<file path="src/rtl/itr_pkg.sv">
// ----------------------------------------------------------------------------
// itr_pkg
// Shared constants and types for the target reacquire core: register map,
// pad defaults, outcome codes and the control structs between front and back.
// ----------------------------------------------------------------------------
package itr_pkg;

    localparam int PAD_BITS      = 10;
    localparam int CFG_IDX_BITS  = 2;
    localparam int CFG_DATA_BITS = 16;
    localparam int MISS_BITS     = 16;

    localparam logic [CFG_IDX_BITS-1:0] REG_PAD_X = 2'd0;
    localparam logic [CFG_IDX_BITS-1:0] REG_PAD_Y = 2'd1;

    localparam logic [PAD_BITS-1:0] PAD_X_RESET = 10'd150;
    localparam logic [PAD_BITS-1:0] PAD_Y_RESET = 10'd100;

    localparam logic [MISS_BITS-1:0] MISS_MAX = 16'hFFFF;

    localparam logic [1:0] OUT_ID_MATCH = 2'd0;
    localparam logic [1:0] OUT_IOU      = 2'd1;
    localparam logic [1:0] OUT_FALLBACK = 2'd2;
    localparam logic [1:0] OUT_NONE     = 2'd3;

    typedef struct packed {
        logic [PAD_BITS-1:0] pad_x;
        logic [PAD_BITS-1:0] pad_y;
    } t_pads;

    // Classification attached to every queued transaction
    typedef struct packed {
        logic cmd;    // empty-frame marker
        logic last;   // final detection of the frame
        logic first;  // first detection of the frame
    } t_item_ctl;

endpackage

</file>
<file path="src/rtl/iou_target_reacquire_core.sv">
// ----------------------------------------------------------------------------
// iou_target_reacquire_core
// Per-frame target reacquisition: ID match first, else best padded IoU above
// one tenth against the last known box, else the frame's first box.
//
//   channel | direction | handshake               | payload
//   --------+-----------+-------------------------+------------------------------
//   cfg     | in        | i_cfg_valid/o_cfg_ready | i_cfg_index, i_cfg_data
//   in      | in        | i_in_valid/o_in_ready   | command, det_id, box, last
//   out     | out       | o_out_valid/i_out_ready | outcome, target, id, miss
//
// Once a track exists, each detection runs the overlap test: five products
// go through one shared multiplier, the two cross products split into
// halves. A frame end or empty-frame marker then loads the result register.
// Reset is synchronous, active low; pads return to 150 and 100.
// A two-entry queue parts input from processing; the result register waits
// on i_out_ready while the queue keeps filling.
// ----------------------------------------------------------------------------
module iou_target_reacquire_core
    import itr_pkg::*;
#(
    parameter int PIXEL_BITS = 12,
    parameter int ID_BITS    = 16
) (
    input  logic                     i_clk,
    input  logic                     i_rst_n,
    input  logic                     i_cfg_valid,
    output logic                     o_cfg_ready,
    input  logic [CFG_IDX_BITS-1:0]  i_cfg_index,
    input  logic [CFG_DATA_BITS-1:0] i_cfg_data,
    input  logic                     i_in_valid,
    output logic                     o_in_ready,
    input  logic                     i_command,
    input  logic [ID_BITS-1:0]       i_det_id,
    input  logic [PIXEL_BITS-1:0]    i_box_cx,
    input  logic [PIXEL_BITS-1:0]    i_box_cy,
    input  logic [PIXEL_BITS-1:0]    i_box_w,
    input  logic [PIXEL_BITS-1:0]    i_box_h,
    input  logic                     i_last_in_frame,
    output logic                     o_out_valid,
    input  logic                     i_out_ready,
    output logic [1:0]               o_outcome,
    output logic [PIXEL_BITS-1:0]    o_target_x,
    output logic [PIXEL_BITS-1:0]    o_target_y,
    output logic [PIXEL_BITS-1:0]    o_target_h,
    output logic [ID_BITS-1:0]       o_tracked_id,
    output logic [MISS_BITS-1:0]     o_miss_frames,
    output logic                     o_target_present
);

    localparam int SW_BITS = ((PIXEL_BITS > PAD_BITS) ? PIXEL_BITS : PAD_BITS) + 1;

    t_pads                 w_pads;
    logic                  w_q_valid;
    logic                  w_q_pop;
    t_item_ctl             w_q_ctl;
    logic [ID_BITS-1:0]    w_q_id;
    logic [PIXEL_BITS-1:0] w_q_cx;
    logic [PIXEL_BITS-1:0] w_q_cy;
    logic [PIXEL_BITS-1:0] w_q_w;
    logic [PIXEL_BITS-1:0] w_q_h;
    logic [SW_BITS-1:0]    w_q_sw;
    logic [SW_BITS-1:0]    w_q_sh;

    itr_front #(
        .PIXEL_BITS (PIXEL_BITS),
        .ID_BITS    (ID_BITS),
        .SW_BITS    (SW_BITS)
    ) u_front (
        .i_clk           (i_clk),
        .i_rst_n         (i_rst_n),
        .i_cfg_valid     (i_cfg_valid),
        .o_cfg_ready     (o_cfg_ready),
        .i_cfg_index     (i_cfg_index),
        .i_cfg_data      (i_cfg_data),
        .o_pads          (w_pads),
        .i_in_valid      (i_in_valid),
        .o_in_ready      (o_in_ready),
        .i_command       (i_command),
        .i_det_id        (i_det_id),
        .i_box_cx        (i_box_cx),
        .i_box_cy        (i_box_cy),
        .i_box_w         (i_box_w),
        .i_box_h         (i_box_h),
        .i_last_in_frame (i_last_in_frame),
        .o_q_valid       (w_q_valid),
        .i_q_pop         (w_q_pop),
        .o_q_ctl         (w_q_ctl),
        .o_q_id          (w_q_id),
        .o_q_cx          (w_q_cx),
        .o_q_cy          (w_q_cy),
        .o_q_w           (w_q_w),
        .o_q_h           (w_q_h),
        .o_q_sw          (w_q_sw),
        .o_q_sh          (w_q_sh)
    );

    itr_back #(
        .PIXEL_BITS (PIXEL_BITS),
        .ID_BITS    (ID_BITS),
        .SW_BITS    (SW_BITS)
    ) u_back (
        .i_clk                (i_clk),
        .i_rst_n              (i_rst_n),
        .i_pads               (w_pads),
        .i_q_valid            (w_q_valid),
        .o_q_pop              (w_q_pop),
        .i_q_ctl              (w_q_ctl),
        .i_q_id               (w_q_id),
        .i_q_cx               (w_q_cx),
        .i_q_cy               (w_q_cy),
        .i_q_w                (w_q_w),
        .i_q_h                (w_q_h),
        .i_q_sw               (w_q_sw),
        .i_q_sh               (w_q_sh),
        .o_out_valid          (o_out_valid),
        .i_out_ready          (i_out_ready),
        .o_out_outcome        (o_outcome),
        .o_out_target_x       (o_target_x),
        .o_out_target_y       (o_target_y),
        .o_out_target_h       (o_target_h),
        .o_out_tracked_id     (o_tracked_id),
        .o_out_miss_frames    (o_miss_frames),
        .o_out_target_present (o_target_present)
    );

endmodule

</file>
<file path="src/rtl/itr_front.sv">
// ----------------------------------------------------------------------------
// itr_front
// Accepts detection transactions, classifies them within the frame, pads the
// box size with the current pad registers and queues them for the back end.
// Also holds the pad configuration registers.
// ----------------------------------------------------------------------------
module itr_front
    import itr_pkg::*;
#(
    parameter int PIXEL_BITS = 12,
    parameter int ID_BITS    = 16,
    parameter int SW_BITS    = 13
) (
    input  logic                     i_clk,
    input  logic                     i_rst_n,
    input  logic                     i_cfg_valid,
    output logic                     o_cfg_ready,
    input  logic [CFG_IDX_BITS-1:0]  i_cfg_index,
    input  logic [CFG_DATA_BITS-1:0] i_cfg_data,
    output t_pads                    o_pads,
    input  logic                     i_in_valid,
    output logic                     o_in_ready,
    input  logic                     i_command,
    input  logic [ID_BITS-1:0]       i_det_id,
    input  logic [PIXEL_BITS-1:0]    i_box_cx,
    input  logic [PIXEL_BITS-1:0]    i_box_cy,
    input  logic [PIXEL_BITS-1:0]    i_box_w,
    input  logic [PIXEL_BITS-1:0]    i_box_h,
    input  logic                     i_last_in_frame,
    output logic                     o_q_valid,
    input  logic                     i_q_pop,
    output t_item_ctl                o_q_ctl,
    output logic [ID_BITS-1:0]       o_q_id,
    output logic [PIXEL_BITS-1:0]    o_q_cx,
    output logic [PIXEL_BITS-1:0]    o_q_cy,
    output logic [PIXEL_BITS-1:0]    o_q_w,
    output logic [PIXEL_BITS-1:0]    o_q_h,
    output logic [SW_BITS-1:0]       o_q_sw,
    output logic [SW_BITS-1:0]       o_q_sh
);

    localparam int QDEPTH = 2;
    localparam int QPTR   = (QDEPTH > 1) ? $clog2(QDEPTH) : 1;
    localparam int QCNT   = $clog2(QDEPTH + 1);

    typedef struct packed {
        t_item_ctl             ctl;
        logic [ID_BITS-1:0]    id;
        logic [PIXEL_BITS-1:0] cx;
        logic [PIXEL_BITS-1:0] cy;
        logic [PIXEL_BITS-1:0] w;
        logic [PIXEL_BITS-1:0] h;
        logic [SW_BITS-1:0]    sw;
        logic [SW_BITS-1:0]    sh;
    } t_entry;

    t_pads            r_pads;
    t_entry           r_q [QDEPTH];
    logic [QPTR-1:0]  r_wptr;
    logic [QPTR-1:0]  r_rptr;
    logic [QCNT-1:0]  r_count;
    logic             r_open;
    t_entry           w_entry;
    t_entry           w_head;
    logic             w_accept;

    assign o_cfg_ready = 1'b1;
    assign o_pads      = r_pads;
    assign o_in_ready  = (r_count != QCNT'(QDEPTH));
    assign w_accept    = i_in_valid && o_in_ready;

    always_comb begin
        w_entry.ctl.cmd   = i_command;
        w_entry.ctl.last  = i_last_in_frame;
        w_entry.ctl.first = !r_open;
        w_entry.id        = i_det_id;
        w_entry.cx        = i_box_cx;
        w_entry.cy        = i_box_cy;
        w_entry.w         = i_box_w;
        w_entry.h         = i_box_h;
        w_entry.sw        = SW_BITS'(i_box_w) + SW_BITS'(r_pads.pad_x);
        w_entry.sh        = SW_BITS'(i_box_h) + SW_BITS'(r_pads.pad_y);
    end

    assign w_head    = r_q[r_rptr];
    assign o_q_valid = (r_count != '0);
    assign o_q_ctl   = w_head.ctl;
    assign o_q_id    = w_head.id;
    assign o_q_cx    = w_head.cx;
    assign o_q_cy    = w_head.cy;
    assign o_q_w     = w_head.w;
    assign o_q_h     = w_head.h;
    assign o_q_sw    = w_head.sw;
    assign o_q_sh    = w_head.sh;

    always_ff @(posedge i_clk) begin
        if (!i_rst_n) begin
            r_pads.pad_x <= PAD_X_RESET;
            r_pads.pad_y <= PAD_Y_RESET;
            r_wptr       <= '0;
            r_rptr       <= '0;
            r_count      <= '0;
            r_open       <= 1'b0;
        end else begin
            if (i_cfg_valid) begin
                unique case (i_cfg_index)
                    REG_PAD_X: r_pads.pad_x <= i_cfg_data[PAD_BITS-1:0];
                    REG_PAD_Y: r_pads.pad_y <= i_cfg_data[PAD_BITS-1:0];
                    default: ;
                endcase
            end
            if (w_accept) begin
                r_wptr <= (r_wptr == QPTR'(QDEPTH - 1)) ? '0 : r_wptr + 1'b1;
                // a frame closes on its last box or on an empty-frame marker
                r_open <= !(i_command || i_last_in_frame);
            end
            if (i_q_pop) begin
                r_rptr <= (r_rptr == QPTR'(QDEPTH - 1)) ? '0 : r_rptr + 1'b1;
            end
            r_count <= r_count + QCNT'(w_accept) - QCNT'(i_q_pop);
        end
    end

    always_ff @(posedge i_clk) begin
        if (w_accept) begin
            r_q[r_wptr] <= w_entry;
        end
    end

    a_count_bound: assert property (@(posedge i_clk) disable iff (!i_rst_n)
        r_count <= QCNT'(QDEPTH))
        else $error("queue count above depth");

    a_pop_nonempty: assert property (@(posedge i_clk) disable iff (!i_rst_n)
        i_q_pop |-> r_count != '0)
        else $error("pop from empty queue");

endmodule

</file>
<file path="src/rtl/itr_back.sv">
// ----------------------------------------------------------------------------
// itr_back
// Carries out queued transactions: frame bookkeeping, padded overlap test
// against the last known box through one shared multiplier, running best
// choice and the frame-end result register.
// ----------------------------------------------------------------------------
module itr_back
    import itr_pkg::*;
#(
    parameter int PIXEL_BITS = 12,
    parameter int ID_BITS    = 16,
    parameter int SW_BITS    = 13
) (
    input  logic                  i_clk,
    input  logic                  i_rst_n,
    input  t_pads                 i_pads,
    input  logic                  i_q_valid,
    output logic                  o_q_pop,
    input  t_item_ctl             i_q_ctl,
    input  logic [ID_BITS-1:0]    i_q_id,
    input  logic [PIXEL_BITS-1:0] i_q_cx,
    input  logic [PIXEL_BITS-1:0] i_q_cy,
    input  logic [PIXEL_BITS-1:0] i_q_w,
    input  logic [PIXEL_BITS-1:0] i_q_h,
    input  logic [SW_BITS-1:0]    i_q_sw,
    input  logic [SW_BITS-1:0]    i_q_sh,
    output logic                  o_out_valid,
    input  logic                  i_out_ready,
    output logic [1:0]            o_out_outcome,
    output logic [PIXEL_BITS-1:0] o_out_target_x,
    output logic [PIXEL_BITS-1:0] o_out_target_y,
    output logic [PIXEL_BITS-1:0] o_out_target_h,
    output logic [ID_BITS-1:0]    o_out_tracked_id,
    output logic [MISS_BITS-1:0]  o_out_miss_frames,
    output logic                  o_out_target_present
);

    localparam int E_BITS    = SW_BITS + 2;        // signed doubled edge
    localparam int IW_BITS   = SW_BITS + 1;        // clamped overlap span
    localparam int HB        = SW_BITS + 2;        // multiplier narrow operand
    localparam int UB        = 2 * SW_BITS + 3;    // 4x area / union
    localparam int AREA_BITS = 2 * SW_BITS + 1;    // sum of two padded areas
    localparam int PB        = UB + HB;
    localparam int XB        = 2 * UB;

    localparam logic [3:0] ST_IDLE = 4'd0;
    localparam logic [3:0] ST_HEAD = 4'd1;
    localparam logic [3:0] ST_OVL  = 4'd2;
    localparam logic [3:0] ST_M1   = 4'd3;
    localparam logic [3:0] ST_M2   = 4'd4;
    localparam logic [3:0] ST_M3   = 4'd5;
    localparam logic [3:0] ST_Q    = 4'd6;
    localparam logic [3:0] ST_X1   = 4'd7;
    localparam logic [3:0] ST_X2   = 4'd8;
    localparam logic [3:0] ST_X3   = 4'd9;
    localparam logic [3:0] ST_X4   = 4'd10;
    localparam logic [3:0] ST_DEC  = 4'd11;
    localparam logic [3:0] ST_FIN  = 4'd12;

    typedef struct packed {
        logic [PIXEL_BITS-1:0] cx;
        logic [PIXEL_BITS-1:0] cy;
        logic [PIXEL_BITS-1:0] w;
        logic [PIXEL_BITS-1:0] h;
    } t_box;

    logic [3:0]               r_state;
    logic [3:0]               n_state;

    t_item_ctl                r_cur_ctl;
    logic [ID_BITS-1:0]       r_cur_id;
    t_box                     r_cur;
    logic [SW_BITS-1:0]       r_cur_sw;
    logic [SW_BITS-1:0]       r_cur_sh;

    logic [ID_BITS-1:0]       r_track_id;
    logic                     r_track_known;
    t_box                     r_ref;
    logic [MISS_BITS-1:0]     r_miss;

    logic                     r_match_found;
    t_box                     r_match_box;
    logic                     r_best_found;
    logic [UB-1:0]            r_best_ov;
    logic [UB-1:0]            r_best_un;
    t_box                     r_best_box;
    logic [ID_BITS-1:0]       r_best_id;
    t_box                     r_first_box;
    logic [ID_BITS-1:0]       r_first_id;

    logic signed [E_BITS-1:0] r_clx, r_chx, r_cly, r_chy;
    logic signed [E_BITS-1:0] r_rlx, r_rhx, r_rly, r_rhy;
    logic [SW_BITS-1:0]       r_ref_sw;
    logic [SW_BITS-1:0]       r_ref_sh;
    logic [IW_BITS-1:0]       r_iw;
    logic [IW_BITS-1:0]       r_ih;
    logic [PB-1:0]            r_prod;
    logic [AREA_BITS-1:0]     r_area;
    logic [UB-1:0]            r_i4;
    logic [UB-1:0]            r_u4;
    logic                     r_qual;
    logic [XB-1:0]            r_x;
    logic [XB-1:0]            r_y;

    logic                     r_out_valid;
    logic [1:0]               r_out_outcome;
    logic [PIXEL_BITS-1:0]    r_out_x;
    logic [PIXEL_BITS-1:0]    r_out_y;
    logic [PIXEL_BITS-1:0]    r_out_h;
    logic [ID_BITS-1:0]       r_out_id;
    logic [MISS_BITS-1:0]     r_out_miss;
    logic                     r_out_has;

    logic [SW_BITS-1:0]       w_ref_sw;
    logic [SW_BITS-1:0]       w_ref_sh;
    logic [ID_BITS-1:0]       w_eff_id;
    logic                     w_id_hit;
    logic signed [E_BITS:0]   w_dx;
    logic signed [E_BITS:0]   w_dy;
    logic [UB-1:0]            w_mul_a;
    logic [HB-1:0]            w_mul_b;
    logic [PB-1:0]            w_prod;
    logic                     w_take;
    logic                     w_out_free;
    logic                     w_use_match;
    logic                     w_use_best;
    logic [UB+2:0]            w_i4x10;

    function automatic logic signed [E_BITS-1:0] f_edge(
        input logic [PIXEL_BITS-1:0] c,
        input logic [SW_BITS-1:0]    s,
        input logic                  up
    );
        logic signed [E_BITS-1:0] c2;
        logic signed [E_BITS-1:0] se;
        c2 = $signed({{(E_BITS-PIXEL_BITS-1){1'b0}}, c, 1'b0});
        se = $signed({2'b00, s});
        return up ? (c2 + se) : (c2 - se);
    endfunction

    function automatic logic signed [E_BITS-1:0] f_min(
        input logic signed [E_BITS-1:0] a,
        input logic signed [E_BITS-1:0] b
    );
        return (a < b) ? a : b;
    endfunction

    function automatic logic signed [E_BITS-1:0] f_max(
        input logic signed [E_BITS-1:0] a,
        input logic signed [E_BITS-1:0] b
    );
        return (a > b) ? a : b;
    endfunction

    assign o_q_pop    = (r_state == ST_IDLE) && i_q_valid;
    assign w_out_free = !r_out_valid || i_out_ready;

    assign w_ref_sw = SW_BITS'(r_ref.w) + SW_BITS'(i_pads.pad_x);
    assign w_ref_sh = SW_BITS'(r_ref.h) + SW_BITS'(i_pads.pad_y);

    // before a track exists the first box of the frame stands in for it
    assign w_eff_id = r_track_known    ? r_track_id :
                      r_cur_ctl.first  ? r_cur_id   : r_first_id;
    assign w_id_hit = !r_match_found && (r_cur_id == w_eff_id);

    always_comb begin
        logic signed [E_BITS-1:0] hx, lx, hy, ly;
        hx   = f_min(r_chx, r_rhx);
        lx   = f_max(r_clx, r_rlx);
        hy   = f_min(r_chy, r_rhy);
        ly   = f_max(r_cly, r_rly);
        w_dx = {hx[E_BITS-1], hx} - {lx[E_BITS-1], lx};
        w_dy = {hy[E_BITS-1], hy} - {ly[E_BITS-1], ly};
    end

    // shared multiplier: areas, intersection, then cross products in halves
    always_comb begin
        w_mul_a = '0;
        w_mul_b = '0;
        case (r_state)
            ST_OVL: begin
                w_mul_a = UB'(r_cur_sw);
                w_mul_b = HB'(r_cur_sh);
            end
            ST_M1: begin
                w_mul_a = UB'(r_ref_sw);
                w_mul_b = HB'(r_ref_sh);
            end
            ST_M2: begin
                w_mul_a = UB'(r_iw);
                w_mul_b = HB'(r_ih);
            end
            ST_Q: begin
                w_mul_a = r_i4;
                w_mul_b = r_best_un[HB-1:0];
            end
            ST_X1: begin
                w_mul_a = r_i4;
                w_mul_b = HB'(r_best_un[UB-1:HB]);
            end
            ST_X2: begin
                w_mul_a = r_best_ov;
                w_mul_b = r_u4[HB-1:0];
            end
            ST_X3: begin
                w_mul_a = r_best_ov;
                w_mul_b = HB'(r_u4[UB-1:HB]);
            end
            default: ;
        endcase
    end

    assign w_prod  = PB'(w_mul_a) * PB'(w_mul_b);
    assign w_i4x10 = {r_i4, 3'b000} + {2'b00, r_i4, 1'b0};
    assign w_take  = r_qual && (!r_best_found || (r_x > r_y));

    assign w_use_match = r_match_found;
    assign w_use_best  = r_track_known && r_best_found;

    always_comb begin
        n_state = r_state;
        unique case (r_state)
            ST_IDLE: if (i_q_valid) n_state = ST_HEAD;
            ST_HEAD: begin
                if (r_cur_ctl.cmd) begin
                    n_state = ST_FIN;
                end else if (r_track_known) begin
                    n_state = ST_OVL;
                end else if (r_cur_ctl.last) begin
                    n_state = ST_FIN;
                end else begin
                    n_state = ST_IDLE;
                end
            end
            ST_OVL:  n_state = ST_M1;
            ST_M1:   n_state = ST_M2;
            ST_M2:   n_state = ST_M3;
            ST_M3:   n_state = ST_Q;
            ST_Q:    n_state = ST_X1;
            ST_X1:   n_state = ST_X2;
            ST_X2:   n_state = ST_X3;
            ST_X3:   n_state = ST_X4;
            ST_X4:   n_state = ST_DEC;
            ST_DEC:  n_state = r_cur_ctl.last ? ST_FIN : ST_IDLE;
            ST_FIN:  if (w_out_free) n_state = ST_IDLE;
            default: n_state = ST_IDLE;
        endcase
    end

    // control state
    always_ff @(posedge i_clk) begin
        if (!i_rst_n) begin
            r_state       <= ST_IDLE;
            r_track_id    <= '0;
            r_track_known <= 1'b0;
            r_miss        <= '0;
            r_match_found <= 1'b0;
            r_best_found  <= 1'b0;
            r_out_valid   <= 1'b0;
        end else begin
            r_state <= n_state;
            // a frame end may reload the result in the cycle the old one leaves
            if (r_state == ST_FIN && w_out_free) begin
                r_out_valid <= 1'b1;
            end else if (i_out_ready) begin
                r_out_valid <= 1'b0;
            end
            if (r_state == ST_HEAD && !r_cur_ctl.cmd && w_id_hit) begin
                r_match_found <= 1'b1;
            end
            if (r_state == ST_DEC && w_take) begin
                r_best_found <= 1'b1;
            end
            if (r_state == ST_FIN && w_out_free) begin
                r_match_found <= 1'b0;
                r_best_found  <= 1'b0;
                if (r_cur_ctl.cmd) begin
                    if (r_miss != MISS_MAX) r_miss <= r_miss + 1'b1;
                end else begin
                    r_miss        <= '0;
                    r_track_known <= 1'b1;
                    if (w_use_match) begin
                        r_track_id <= w_eff_id;
                    end else if (w_use_best) begin
                        r_track_id <= r_best_id;
                    end
                end
            end
        end
    end

    // datapath
    always_ff @(posedge i_clk) begin
        r_prod <= w_prod;
        unique case (r_state)
            ST_IDLE: begin
                if (i_q_valid) begin
                    r_cur_ctl <= i_q_ctl;
                    r_cur_id  <= i_q_id;
                    r_cur.cx  <= i_q_cx;
                    r_cur.cy  <= i_q_cy;
                    r_cur.w   <= i_q_w;
                    r_cur.h   <= i_q_h;
                    r_cur_sw  <= i_q_sw;
                    r_cur_sh  <= i_q_sh;
                end
            end
            ST_HEAD: begin
                r_clx    <= f_edge(r_cur.cx, r_cur_sw, 1'b0);
                r_chx    <= f_edge(r_cur.cx, r_cur_sw, 1'b1);
                r_cly    <= f_edge(r_cur.cy, r_cur_sh, 1'b0);
                r_chy    <= f_edge(r_cur.cy, r_cur_sh, 1'b1);
                r_rlx    <= f_edge(r_ref.cx, w_ref_sw, 1'b0);
                r_rhx    <= f_edge(r_ref.cx, w_ref_sw, 1'b1);
                r_rly    <= f_edge(r_ref.cy, w_ref_sh, 1'b0);
                r_rhy    <= f_edge(r_ref.cy, w_ref_sh, 1'b1);
                r_ref_sw <= w_ref_sw;
                r_ref_sh <= w_ref_sh;
                if (!r_cur_ctl.cmd) begin
                    if (w_id_hit) r_match_box <= r_cur;
                    if (r_cur_ctl.first) begin
                        r_first_box <= r_cur;
                        r_first_id  <= r_cur_id;
                    end
                end
            end
            ST_OVL: begin
                // clamp: no overlap on either axis gives a zero product
                r_iw <= (!w_dx[E_BITS] && (w_dx != '0)) ? w_dx[IW_BITS-1:0] : '0;
                r_ih <= (!w_dy[E_BITS] && (w_dy != '0)) ? w_dy[IW_BITS-1:0] : '0;
            end
            ST_M1: r_area <= r_prod[AREA_BITS-1:0];
            ST_M2: r_area <= r_area + r_prod[AREA_BITS-1:0];
            ST_M3: begin
                r_i4 <= r_prod[UB-1:0];
                r_u4 <= {r_area, 2'b00} - r_prod[UB-1:0];
            end
            ST_Q:  r_qual <= (w_i4x10 > {3'b000, r_u4});
            ST_X1: r_x <= XB'(r_prod);
            ST_X2: r_x <= r_x + (XB'(r_prod) << HB);
            ST_X3: r_y <= XB'(r_prod);
            ST_X4: r_y <= r_y + (XB'(r_prod) << HB);
            ST_DEC: begin
                if (w_take) begin
                    r_best_ov  <= r_i4;
                    r_best_un  <= r_u4;
                    r_best_box <= r_cur;
                    r_best_id  <= r_cur_id;
                end
            end
            ST_FIN: begin
                if (w_out_free) begin
                    if (r_cur_ctl.cmd) begin
                        r_out_outcome <= OUT_NONE;
                        r_out_x       <= '0;
                        r_out_y       <= '0;
                        r_out_h       <= '0;
                        r_out_id      <= r_track_id;
                        r_out_miss    <= (r_miss != MISS_MAX) ? r_miss + 1'b1 : r_miss;
                        r_out_has     <= 1'b0;
                    end else begin
                        r_out_miss <= '0;
                        r_out_has  <= 1'b1;
                        if (w_use_match) begin
                            r_out_outcome <= OUT_ID_MATCH;
                            r_out_x       <= r_match_box.cx;
                            r_out_y       <= r_match_box.cy;
                            r_out_h       <= r_match_box.h;
                            r_out_id      <= w_eff_id;
                            r_ref         <= r_match_box;
                        end else if (w_use_best) begin
                            r_out_outcome <= OUT_IOU;
                            r_out_x       <= r_best_box.cx;
                            r_out_y       <= r_best_box.cy;
                            r_out_h       <= r_best_box.h;
                            r_out_id      <= r_best_id;
                            r_ref         <= r_best_box;
                        end else begin
                            r_out_outcome <= OUT_FALLBACK;
                            r_out_x       <= r_first_box.cx;
                            r_out_y       <= r_first_box.cy;
                            r_out_h       <= r_first_box.h;
                            r_out_id      <= r_track_id;
                        end
                    end
                end
            end
            default: ;
        endcase
    end

    assign o_out_valid          = r_out_valid;
    assign o_out_outcome        = r_out_outcome;
    assign o_out_target_x       = r_out_x;
    assign o_out_target_y       = r_out_y;
    assign o_out_target_h       = r_out_h;
    assign o_out_tracked_id     = r_out_id;
    assign o_out_miss_frames    = r_out_miss;
    assign o_out_target_present = r_out_has;

    a_empty_result: assert property (@(posedge i_clk) disable iff (!i_rst_n)
        (r_out_valid && r_out_outcome == OUT_NONE) |->
            (!r_out_has && r_out_x == '0 && r_out_y == '0 && r_out_h == '0))
        else $error("empty-frame result carries a target");

    a_hit_clears_miss: assert property (@(posedge i_clk) disable iff (!i_rst_n)
        (r_out_valid && r_out_has) |-> (r_out_miss == '0))
        else $error("detection result with nonzero miss count");

    a_pop_to_head: assert property (@(posedge i_clk) disable iff (!i_rst_n)
        o_q_pop |=> (r_state == ST_HEAD))
        else $error("popped transaction not taken up");

    a_fin_loads_out: assert property (@(posedge i_clk) disable iff (!i_rst_n)
        (r_state == ST_FIN && w_out_free) |=> r_out_valid)
        else $error("frame end did not load the result register");

endmodule

</file>
<file path="config.mk">
export PLATFORM = sky130hd
export DESIGN_NAME = iou_target_reacquire_core
export DESIGN_NICKNAME = d
export VERILOG_FILES = /design/src/rtl/itr_pkg.sv /design/src/rtl/iou_target_reacquire_core.sv /design/src/rtl/itr_front.sv /design/src/rtl/itr_back.sv
export SDC_FILE = /design/constraint.sdc
export NUM_CORES = 2
export LEC_CHECK = 0
export BUFFER_PORTS_ARGS = -buffer_cell sky130_fd_sc_hd__buf_2
export CAP_MARGIN = 20
export CORE_MARGIN = 5
export CORE_UTILIZATION = 55
export CTS_CLUSTER_DIAMETER = 80
export CTS_CLUSTER_SIZE = 20
export DETAILED_ROUTE_END_ITERATION = 7
export PLACE_DENSITY = 0.7
export SYNTH_ARGS = -nofsm -noshare
export SYNTH_HDL_FRONTEND = slang
export SYNTH_HIERARCHICAL = 1
export SYNTH_SLANG_ARGS = --single-unit
</file>
<file path="constraint.sdc">
create_clock -name i_clk -period 17.51 [get_ports i_clk]
set_clock_uncertainty 0.1 [all_clocks]
set_input_delay 0.8755 -clock i_clk [delete_from_list [all_inputs] [get_ports i_clk]]
set_output_delay 0.8755 -clock i_clk [all_outputs]
set_load 0.02 [all_outputs]
</file>
# After elaboration in Yosys (flattened, before gate mapping)
# Memories as Yosys holds them, arrays and structs flattened. A register that Yosys moved wholly into a read port is not among the register bits.
# Index checks and enable logic that the tools add are counted.
# Widths: inputs -> output; s select.
# op_classes
bitwise	2
mux	39
eq_ne	18
order_cmp	6
multipliers	1
add_sub_neg	24
reduce_logical	46
# ops
op	n
$pmux 58 s2	2
$pmux 29 s5	1
$add 58x58->58	2
$mux 16	7
$pmux 15 s7	1
$mux 48	2
$mux 12	6
$mux 15	4
$gt 58x58->1	1
$add 13x13->14	4
$sub 13x13->14	4
$pmux 27 s2	1
$add 12x10->13	4
$pmux 4 s13	1
$mul 29x15->44	1
$add 32x30->32	1
$gt 32x29->1	1
$reduce_bool 16->1	2
$sub 15x15->16	2
$gt 15x15->1	2
$lt 15x15->1	2
$sub 29x29->29	1
$add 27x27->27	1
$eq 4x4->1 const B	5
26 further kinds	78
# word_totals
mem_bits_rw	186
reg_bits	826
out_inout_bits	74
wordCells	195
n_memories	1
input_bits	89
# mem_list
name	depth	word_bits	rd	rd_clocked_by_memory_dff	wr	line	text
u_front.r_q	2	93	1	1	1	itr_front.sv:58	t_entry r_q [QDEPTH];

# Longest topological paths before layout
# logic_depth
depth_word	5
ltp_mapped	30
mapped_depth_nobuf	27

# Hierarchy
# Netlist, hierarchy kept.
# modules_own_cells
module	seq_area_each_um2	cells_each	n_inst	area_each_um2
itr_back	25524.5	6185	1	63801.2
itr_front	6105.9	543	1	8707.1

# Least setup slack after synthesis
# No wires, ideal clock.
# synth_path
path_kind	flip-flop to flip-flop
startpoint	register u_back.r_state[3]
endpoint	register u_back.r_state[3]
path_stages_with_launch	5
setup_slack_ps	6620
path_buffers	1
setup_ps	111
arrival_time_ps	10678
path_cell_list	dfxtp_1 > clkbuf_1 > nor3_1 > a221oi_1 > a21boi_0
# synth_between
elab_chain_len	3
elab_cells_between_ends	17
classes_between	eq/ne (14); mux (1); reduce/logical (2)
# synth_lines
element	line	text
start, declared	itr_back.sv:67	logic [3:0] r_state;
start signal, assigned	itr_back.sv:261	r_state <= n_state;
$eq 4x4->1 or $logic_not 4->1 (tied branches)	itr_back.sv:222	unique case (r_state)
$ne 2x1->1 (no line)	n/a	
$reduce_and 2->1 (no line)	n/a	
# Parallel ways exist; a longest one is shown, timed or not.
# A chain may end at the register's enable or synchronous reset.

# Final worst setup path
# layout_path
startpoint	register u_back.r_state[0]
endpoint	register u_back.r_prod[40]
# layout_between
elab_chain_len	4
elab_cells_between_ends	12
classes_between	mul (1); eq/ne (7); mux (2); reduce/logical (2)
# layout_lines
element	line	text
$eq 4x4->1 or $eq 4x3->1 (tied branches)	itr_back.sv:180	case (r_state)
$reduce_or 2->1 (no line)	n/a	
$pmux 29 s5	itr_back.sv:180	
$mul 29x15->44 (*)	itr_back.sv:213	assign w_prod = PB'(w_mul_a) * PB'(w_mul_b);
named net u_back.w_prod[40]	itr_back.sv:122	logic [PB-1:0] w_prod;
end signal, assigned	itr_back.sv:294	r_prod <= w_prod;
end, declared	itr_back.sv:97	logic [PB-1:0] r_prod;
# The timed path passes the listed nets; every way through them passes the cells marked *.

==> flow_summary.toml <==
[detailed_routing]
via_per_inst = 5.93
dr.pass1.iters = 7
first_iter_violations = 4393
drcViolationCount = 0
wl_per_cell_um = 21.3
routed_wl_mm = 184
via_count = 51100
drtAntennaViolNets = 0

[floorplan]
die_height_um = 373
core_area_um2 = 131000
rows = 133
io_pins = 163
die-area_um2 = 139000
chipWidth_um = 373
start_util_pct = 55.2

[timing]
fin_crit_sh_pct = 55.4
rsz0062_at_grt = "no"
worst_pin_slew_ns = 1.06
relSlewSlack_pct = 29.5
timing_hold_violations_final = 0
period_minus_slack_ns = 9.69
tns_ns = 0
final-setup-viol-count = 0
finalMaxSlewViolations = 0
fmax_mhz = 103
finalWorstSetupSlack_ns = 7.82

[finish]
diodes = 0
multi_input_area_um2 = 37500
area_growth_pct = 7.27
ff_latch_area_um2 = 31600
fillCellCount = 10800
fin_nets = 7851
final_util_pct = 59.2
drive_gt1_share_pct = 8.48
fin_cells = 8627

[placement]
dp_hpwl_mm = 135
pre_cts_ws_ns = 8.00
dp_cells = 8490
gp_congestion = 0.934
port_buffers = 155

[cts]
cts-root-buf = "clkbuf_16"
cts_tree = "yes"
cts_buffers = 72
insertion_delay_ns = 0.71
post_cts_buffers = 0
clk_pin_slew_worst_paths_ns = 0.09
numClockSinks = 1090
cts.htree.levels = 3
cts_resized = 0
holdBufCountCts = 0
cts_buffer_depth = 3

[synth]
synth_edf_count = 980
syn_nets = 7764
synth.most_common_cell = "edfxtp_1"
synth_common_cells = "edfxtp_1, nand2_1, inv_1"
netlist_instances = 6728
yosys_warnings = 6
ys.flop_type = "edfxtp_1"
synth.cell_area_um2 = 72500
yosys.area.top_type_share_pct = 40.6
async_reset_ff_share_pct = 0
synth_cell_types = 101
synth_seq_cells = 1090
yosysSeqAreaShare_pct = 43.6
synth_area_leaders = "edfxtp_1, fa_1, ha_1"
syn_avg_cell_area_um2 = 10.8
synth_largest_area_cell = "edfxtp_1"

[power_and_ir_drop]
switching_share_pct = 43.3
internal-power_uw = 6840
ir_drop_mv = 0.126
p_seq_share_pct = 34.1
share_comb_of_total_power_pct = 51.1
p_clk_share_pct = 14.8
p_switching_uw = 5220
leakagePower_uw = 0.0320
pwr_density_cell_nw_per_um2 = 155

[grt]
track_usage_pct = 26.1
antenna_found_initial = 3
grt_pass1_vias = 51200
grt_overflow = 0
grt_max_degree = 82
grt_pass1_wl_mm = 289

[min_path]
worstHoldPathCells = 1
hold_class = "in2reg"

[worst_setup_path]
critPathArrivalTime_ns = 10.15
crit_path_frequent_cell = "fa_1"
critical_path_required_ns = 17.96
endpoint_kind = "flop"
slowest_stage = "a222oi_1"
crit_type = "reg2reg"
slowest_delay_ns = 1.01
crit_path_start_kind = "flop"
rr_worst_depth = 26
crit_fanout = 54

[run_status]
status = "complete, no violations"

[job]
drv_cap = 0
sequential cells by signal, indices dropped and copies added (netlist names), 20 cells and up, named ones only:
signal,count
u_back/r_prod,44
u_back/r_cur,48
u_back/r_first_box,36
u_front/r_q,186
u_back/r_y,58
u_back/r_ref,48
u_back/r_u4,28
u_back/r_x,58
u_back/r_best_box,48
u_back/r_best_un,28
u_front/o_pads,20
u_back/r_match_box,48
u_back/r_best_ov,29
u_back/r_area,27
u_back/r_i4,29
metal layers:
layer / vias to the layer above / GRT usage [%] / part of all wire (%) / routed length (µm)
met5: - / 0 / 0.018 / 34
met4: 4 / 7.87 / 3.0 / 5560
met3: 270 / 2.90 / 6.5 / 12000
met2: 1725 / 42.7 / 46 / 85400
met1: 25200 / 37.1 / 44 / 81000
li1: 23900 / - / - / -
layout make-up:
type	count	share of cell area, %
Timing Repair Buffer	235	1.84
Tap cell	1755	2.82
Clock inverter	27	0.523
Multi-Input combinational cell	4707	48.2
Clock buffer	104	2.51
Sequential cell	1090	40.7
Inverter	709	3.42
path summary, 6_finish.rpt:
path	from	end	slack, ns
max reg2reg	u_back/r_state[0]$_SDFFE_PN0P_	u_back/r_prod[40]$_DFF_P_	7.82
min reg2reg	u_back/r_cur[22]$_DFFE_PP_	u_back/r_best_box[22]$_DFFE_PP_	0.35
min	i_det_id[9]	u_front/r_q[1][83]$_DFFE_PP_	0.25
max	u_back/r_state[0]$_SDFFE_PN0P_	u_back/r_prod[40]$_DFF_P_	7.82
power by group through the flow:
| stage | registers (µW) | logic (µW) | clock network, µW |
|---|---|---|---|
| 6_report | 4110 | 6170 | 1780 |
| 5_1_grt | 4150 | 6870 | 1940 |
| 4_1_cts | 4110 | 6100 | 1830 |
| 3_5_place_dp | 4160 | 6030 | 0 |
| 3_3_place_gp | 4150 | 5910 | 0 |
| 2_1_floorplan | 3970 | 4530 | 0 |
layout by cell type, fill, tap and decap left out, types with 29 or more instances in the layout:
master     netlist  layout
nand2b_1        47      46
inv_1          708     706
mux2_2         168     168
dfxtp_1        110     108
o21a_1          69      68
nand4_1         65      65
o21bai_1        60      60
clkbuf_1       196      29
a21o_1         180     180
ha_1           580     580
o21ai_0        211     210
a21boi_0        47      47
nor3_1          96      90
nand3_1         89      88
a21oi_1        430     429
xor2_1         120     120
and3_1          53      51
xnor2_1        206     206
a22oi_1         66      66
and2_1          56      54
buf_4            5      74
nor2b_1         94      94
nand2_1        732     730
clkbuf_16        0      73
buf_2            5     156
and4_1          30      30
fa_1           367     367
a31oi_1         31      31
edfxtp_1       980     980
nor2_1         450     444
mux2i_1         30      29
kinds of logic (layout without fill, tap and decap cells):
| family | count (synthesis) | in the layout | synth area share [%] |
|---|---|---|---|
| compound gates | 1409 | 1409 | 12.8 |
| buf+inv | 931 | 1075 | 4.85 |
| flops | 1090 | 1090 | 43.6 |
| xor+xnor | 326 | 326 | 3.94 |
| fa+ha+maj | 947 | 947 | 20.1 |
| other cells | 1 | 1 | 0.00517 |
| simple gates | 1825 | 1825 | 11.6 |
| mux | 199 | 199 | 3.04 |
critical path: cells and delay by family, from the launching register on:
kind	cells	cell delay [ns]
AO/OA/AOI/OAI	7	2.88
buffers and inverters	5	0.92
AND/OR/NAND/NOR	7	1.54
flip-flops	1	0.56
adder cells (fa/ha/maj)	7	3.48
metrics by stage:
step	hold slack (ns)	area, µm²	power, µW
floorplan	0.321	72500	8500
global placement	0.324	75300	10100
detailed placement	0.330	75300	10200
CTS	0.190	77700	12000
global route	0.215	77800	13000
finish	0.248	77800	12100
Power figures use the tool's default switching activity.
